--- src/hdl/tmi_pkg.sv ---
package tmi_pkg;

  localparam int unsigned TAPE_CELLS = 4096;
  localparam int unsigned LOOP_DEPTH = 64;

  localparam int unsigned TAPE_AW = $clog2(TAPE_CELLS);
  localparam int unsigned STK_AW  = (LOOP_DEPTH > 1) ? $clog2(LOOP_DEPTH) : 1;
  localparam int unsigned CNT_W   = $clog2(LOOP_DEPTH + 1);

  localparam logic [TAPE_AW-1:0] PTR_LAST  = TAPE_AW'(TAPE_CELLS - 1);
  localparam logic [CNT_W-1:0]   CNT_DEPTH = CNT_W'(LOOP_DEPTH);

  // Program symbols.
  localparam logic [7:0] SYM_EXIT    = 8'h21;  // '!'
  localparam logic [7:0] SYM_ERROR   = 8'h3F;  // '?'
  localparam logic [7:0] SYM_COMMENT = 8'h22;  // '"'
  localparam logic [7:0] SYM_RIGHT   = 8'h3E;  // '>'
  localparam logic [7:0] SYM_LEFT    = 8'h3C;  // '<'
  localparam logic [7:0] SYM_INC     = 8'h2B;  // '+'
  localparam logic [7:0] SYM_DEC     = 8'h2D;  // '-'
  localparam logic [7:0] SYM_READ    = 8'h2C;  // ','
  localparam logic [7:0] SYM_WRITE   = 8'h2E;  // '.'
  localparam logic [7:0] SYM_READ_CH = 8'h72;  // 'r'
  localparam logic [7:0] SYM_WRITE_CH = 8'h77; // 'w'
  localparam logic [7:0] SYM_OPEN    = 8'h5B;  // '['
  localparam logic [7:0] SYM_CLOSE   = 8'h5D;  // ']'

  // Run status codes.
  localparam logic [1:0] ST_RUN  = 2'd0;
  localparam logic [1:0] ST_EXIT = 2'd1;
  localparam logic [1:0] ST_ERR  = 2'd2;

  typedef struct packed {
    logic               en;
    logic [TAPE_AW-1:0] addr;
    logic [31:0]        data;
  } tape_wr_t;

  typedef struct packed {
    logic              en;
    logic [STK_AW-1:0] addr;
    logic [15:0]       data;
  } stack_wr_t;

endpackage

--- src/hdl/tmi_stack.sv ---
module tmi_stack
  import tmi_pkg::*;
(
  input  logic              clk_i,
  input  logic              rst_ni,
  input  logic              rd_en_i,
  input  logic [STK_AW-1:0] rd_addr_i,
  input  stack_wr_t         wr_i,
  output logic [15:0]       top_o
);

  logic [15:0] mem [LOOP_DEPTH];
  logic [15:0] rd_q;
  logic        fwd_q;
  logic [15:0] fwd_data_q;

  always_ff @(posedge clk_i) begin
    if (wr_i.en) begin
      mem[wr_i.addr] <= wr_i.data;
    end
    if (rd_en_i) begin
      rd_q       <= mem[rd_addr_i];
      fwd_data_q <= wr_i.data;
    end
  end

  // A push in the same cycle writes the entry that becomes the new top.
  always_ff @(posedge clk_i or negedge rst_ni) begin
    if (!rst_ni) begin
      fwd_q <= 1'b0;
    end else if (rd_en_i) begin
      fwd_q <= wr_i.en && (wr_i.addr == rd_addr_i);
    end
  end

  assign top_o = fwd_q ? fwd_data_q : rd_q;

endmodule

--- config.mk ---
export PLATFORM = sky130hd
export DESIGN_NAME = tmi_stack
export DESIGN_NICKNAME = d
export VERILOG_FILES = /design/src/hdl/tmi_pkg.sv /design/src/hdl/tmi_stack.sv
export SDC_FILE = /design/constraint.sdc
export NUM_CORES = 1
export LEC_CHECK = 0
export ABC_AREA = 0
export BUFFER_PORTS_ARGS = -buffer_cell sky130_fd_sc_hd__buf_2
export CORE_ASPECT_RATIO = 0.5
export CORE_UTILIZATION = 40
export DETAILED_ROUTE_END_ITERATION = 10
export PLACE_DENSITY = 0.53
export SLEW_MARGIN = 40
export SYNTH_ARGS = -nofsm -noshare
export SYNTH_HDL_FRONTEND = slang
export SYNTH_SLANG_ARGS = --single-unit
--- constraint.sdc ---
create_clock -name clk_i -period 1.8 [get_ports clk_i]
set_clock_uncertainty 0.15 [all_clocks]
set_input_delay 0.18 -clock clk_i [delete_from_list [all_inputs] [get_ports clk_i]]
set_output_delay 0.18 -clock clk_i [all_outputs]
set_load 0.005 [all_outputs]
==> summary.md <==
| Metric | Value |
|---|---|
| Status | complete, but fails checks |
| Failing checks | negative setup slack |
| Net Sw Frac | 0.211 |
| CP Launch Point | mem[23][8] |
| Min-delay worst type | in2reg |
| Fin. Hold Viols | 0 |
| Starting density of the core | 0.406 |
| Die X | 454 µm |
| Routability-driven placement congestion ratio | 0.789 |
| Setup crit end | rd_q[8] |
| Via count | 20000 |
| Clk sink count | 1057 |
| Mapped Nets | 1885 |
| Register area share after synthesis | 0.776 |
| Largest cells by area after synthesis | edfxtp_1 (78%), mux4_2 (12%), mux2i_1 (2.1%) |
| Initial DRC Count | 1750 |
| Slew HR | 0.428 |
| Total congestion overflow | 0 |
| Placed cells | 3432 |
| Port bufs | 47 |
| CTS H-tree depth | 3 |
| Slew Limit Fails | 0 |
| Data required, critical path | 2050 ps |
| CP max FO | 1 |
| CTS Buf Count | 98 |
| Vias/cell | 5.50 |
| Fin cells | 3630 |
| Initial antenna violation count | 3 |
| Area Overhead vs Synth | 22.8% |
| DRC Markers | 0 |
| CTS tree | built |
| Post-Synthesis Cells | 1853 |
| Drt first pass iters | 5 |
| Worst r2r src | mem[23][8] |
| Root Buffer | clkbuf_16 |
| Leading cell type in the layout, fill and taps excluded | edfxtp_1 |
| Sw Pwr | 10.9 mW |
| Final wirelength | 102000 µm |
| Worst IR drop on VDD | 536 µV |
| First-pass GRT wire length | 148000 µm |
| Sequential Power Share | 0.529 |
| Total setup buffers inserted after CTS | 0 |
| Pwr Density | 1030 nW/µm² |
| Min cycle time layout | 2190 ps |
| Most used cells in the layout excluding fill and tap cells | edfxtp_1 (1056), mux4_2 (217), buf_4 (162) |
| Routed len/inst | 28.1 µm |
| Clk_lat worst skew | 680 ps |
| Fin nets | 2234 |
| Reg2Reg Depth | 7 |
| Synth unique cells | 40 |
| Tightest Pin Transition | 858 ps |
| Total GRT Usage | 0.200 |
| Clock power share | 0.406 |
| Clock buffer depth | 3 |
| Core area | 101000 µm² |
| Gate power share | 0.065 |
| Post-synth top area share | 0.775 |
| Post-DP HPWL | 62700 µm |
| # rows | 82 |
| Finish-stage setup viols | 32 |
| P_leak | 16.1 nW |
| Synth Register Bits | 1057 |
| Worst Path Arrival | 2440 ps |
| Clock-pin slew on the worst setup and hold paths | 60 ps |
| Power Total | 51.7 mW |
| Synthesized area | 40900 µm² |
| Setup ws final | -388 ps |
| Fraction of layout cells with a size suffix above 1 | 0.374 |
| Largest net degree at the start of global routing | 66 |
| Critical Path Start Type | flip-flop |
| FF-to-FF End | rd_q[8] |
| FMAX | 457 MHz |
| Worst setup path class | reg2reg |
| Yosys warning total | 0 |
| Vias in the first global route | 20500 |
| Syn avg cell area | 22.1 µm² |
| Worst setup EP type | flip-flop |
| Max capacitance violation total | 0 |
| Internal Power | 40.8 mW |
| Final worst-path cycle share | 1.22 |
| I/O pins | 48 |
| Final ANT Viol Nets | 0 |
| Die Ht | 228 µm |
| Flop-to-flop setup slack | -390 ps |
| Leading area contributor after synthesis | edfxtp_1 |
| Die Footprint | 104000 µm² |
| Unrepaired setup endpoints after global routing | true |
[power groups by stage]
stage / clock, mW / combinational, mW / sequential, mW
2_1_floorplan: 0 / 1.55 / 27.9
3_3_place_gp: 0 / 3.20 / 27.9
3_5_place_dp: 0 / 3.22 / 27.9
4_1_cts: 21.5 / 3.39 / 27.4
5_1_grt: 22.4 / 3.55 / 27.4
6_report: 21.0 / 3.36 / 27.4
[critical path: stages, from the launching register on]
cell and delay, ps:
edfxtp_1 360, mux4_2 460, mux2i_1 160, buf_4 150
a22oi_2 130, a31oi_1 240, buf_4 200, a311oi_2 50
[state kept, by name (all words and copies together) (netlist names)]
register    count
mem          1024
rd_q           16
fwd_q           1
fwd_data_q     16
[stage by stage]
stage	TNS, ps	area, µm²	util	hold WS [ps]	worst slack [ps]
3_5_place_dp	-12420	46400	0.461	-152	-908
3_3_place_gp	-12470	46400	0.461	-154	-856
5_1_grt	-10060	50200	0.498	42.6	-460
4_1_cts	-9320	50200	0.498	18.0	-407
6_report	-8170	50200	0.499	51.9	-388
2_1_floorplan	-57120	41600	-	-266	-162
[worst min path at each step]
stage | cells after the start | slack [ps] | endpoint | from
after floorplan | 0 | -270 | fwd_q | rst_ni
after global placement | 1 | -150 | fwd_q | rst_ni
after detailed placement | 1 | -150 | fwd_q | rst_ni
after CTS | 4 | 20 | mem[49][6] | wr_i[18]
after global routing | 4 | 40 | mem[48][15] | wr_i[18]
final | 2 | 50 | mem[1][13] | wr_i[13]
[logic make-up (layout without fill, tap and decap cells)]
family          after synthesis  in the layout  synth area share
simple gates                199            199            0.0242
flops                      1057           1057             0.776
xor+xnor                      6              6           0.00128
compound gates              145            145            0.0271
other cells                   0              3                 0
mux                         341            341             0.154
buf+inv                     105            535            0.0176
[per-layer routing]
layer  vias to the layer above  GRT usage  routed length, µm
met5                         -          0                 13
met1                     10700      0.295              45700
met3                       120     0.0344               5650
li1                       8567          -                  -
met4                         2     0.0448               1830
met2                       540      0.312              48800
[Yosys cell counts (all sizes together)]
master	instances
edfxtp	1056
mux4	224
mux2i	87
nor2	74
buf	72
a22oi	57
nor2b	35
clkbuf	33
mux2	30
nand3	27
nand2	26
a221oi	23
a211oi	13
a21oi	13
a311oi	13
a211o	10
a31oi	10
and4	9
a22o	6
nand4	6
nor3	5
nor4	4
and3	3
nand2b	3
xnor2	3
xor2	3
and2	2
nand3b	2
dfrtp	1
nand4b	1
or3	1
or3b	1
[what timing repair did]
item                                    CTS  global route
pin swaps                                36            12
gates resized for setup                  79            14
hold buffers                             16             0
hold endpoints to repair                699             0
endpoints found under the setup margin   32            32
[area by class of cell]
type	instances	area (µm²)
Clock buffer	120	2640
Tap cell	1344	1680
Antenna cell	3	7.51
Clock inverter	61	586
Multi-Input combinational cell	691	9280
Timing Repair Buffer	354	4300
Sequential cell	1057	31700
Fill cell	8104	50500
No activity file was read; power rests on OpenSTA's default activity.
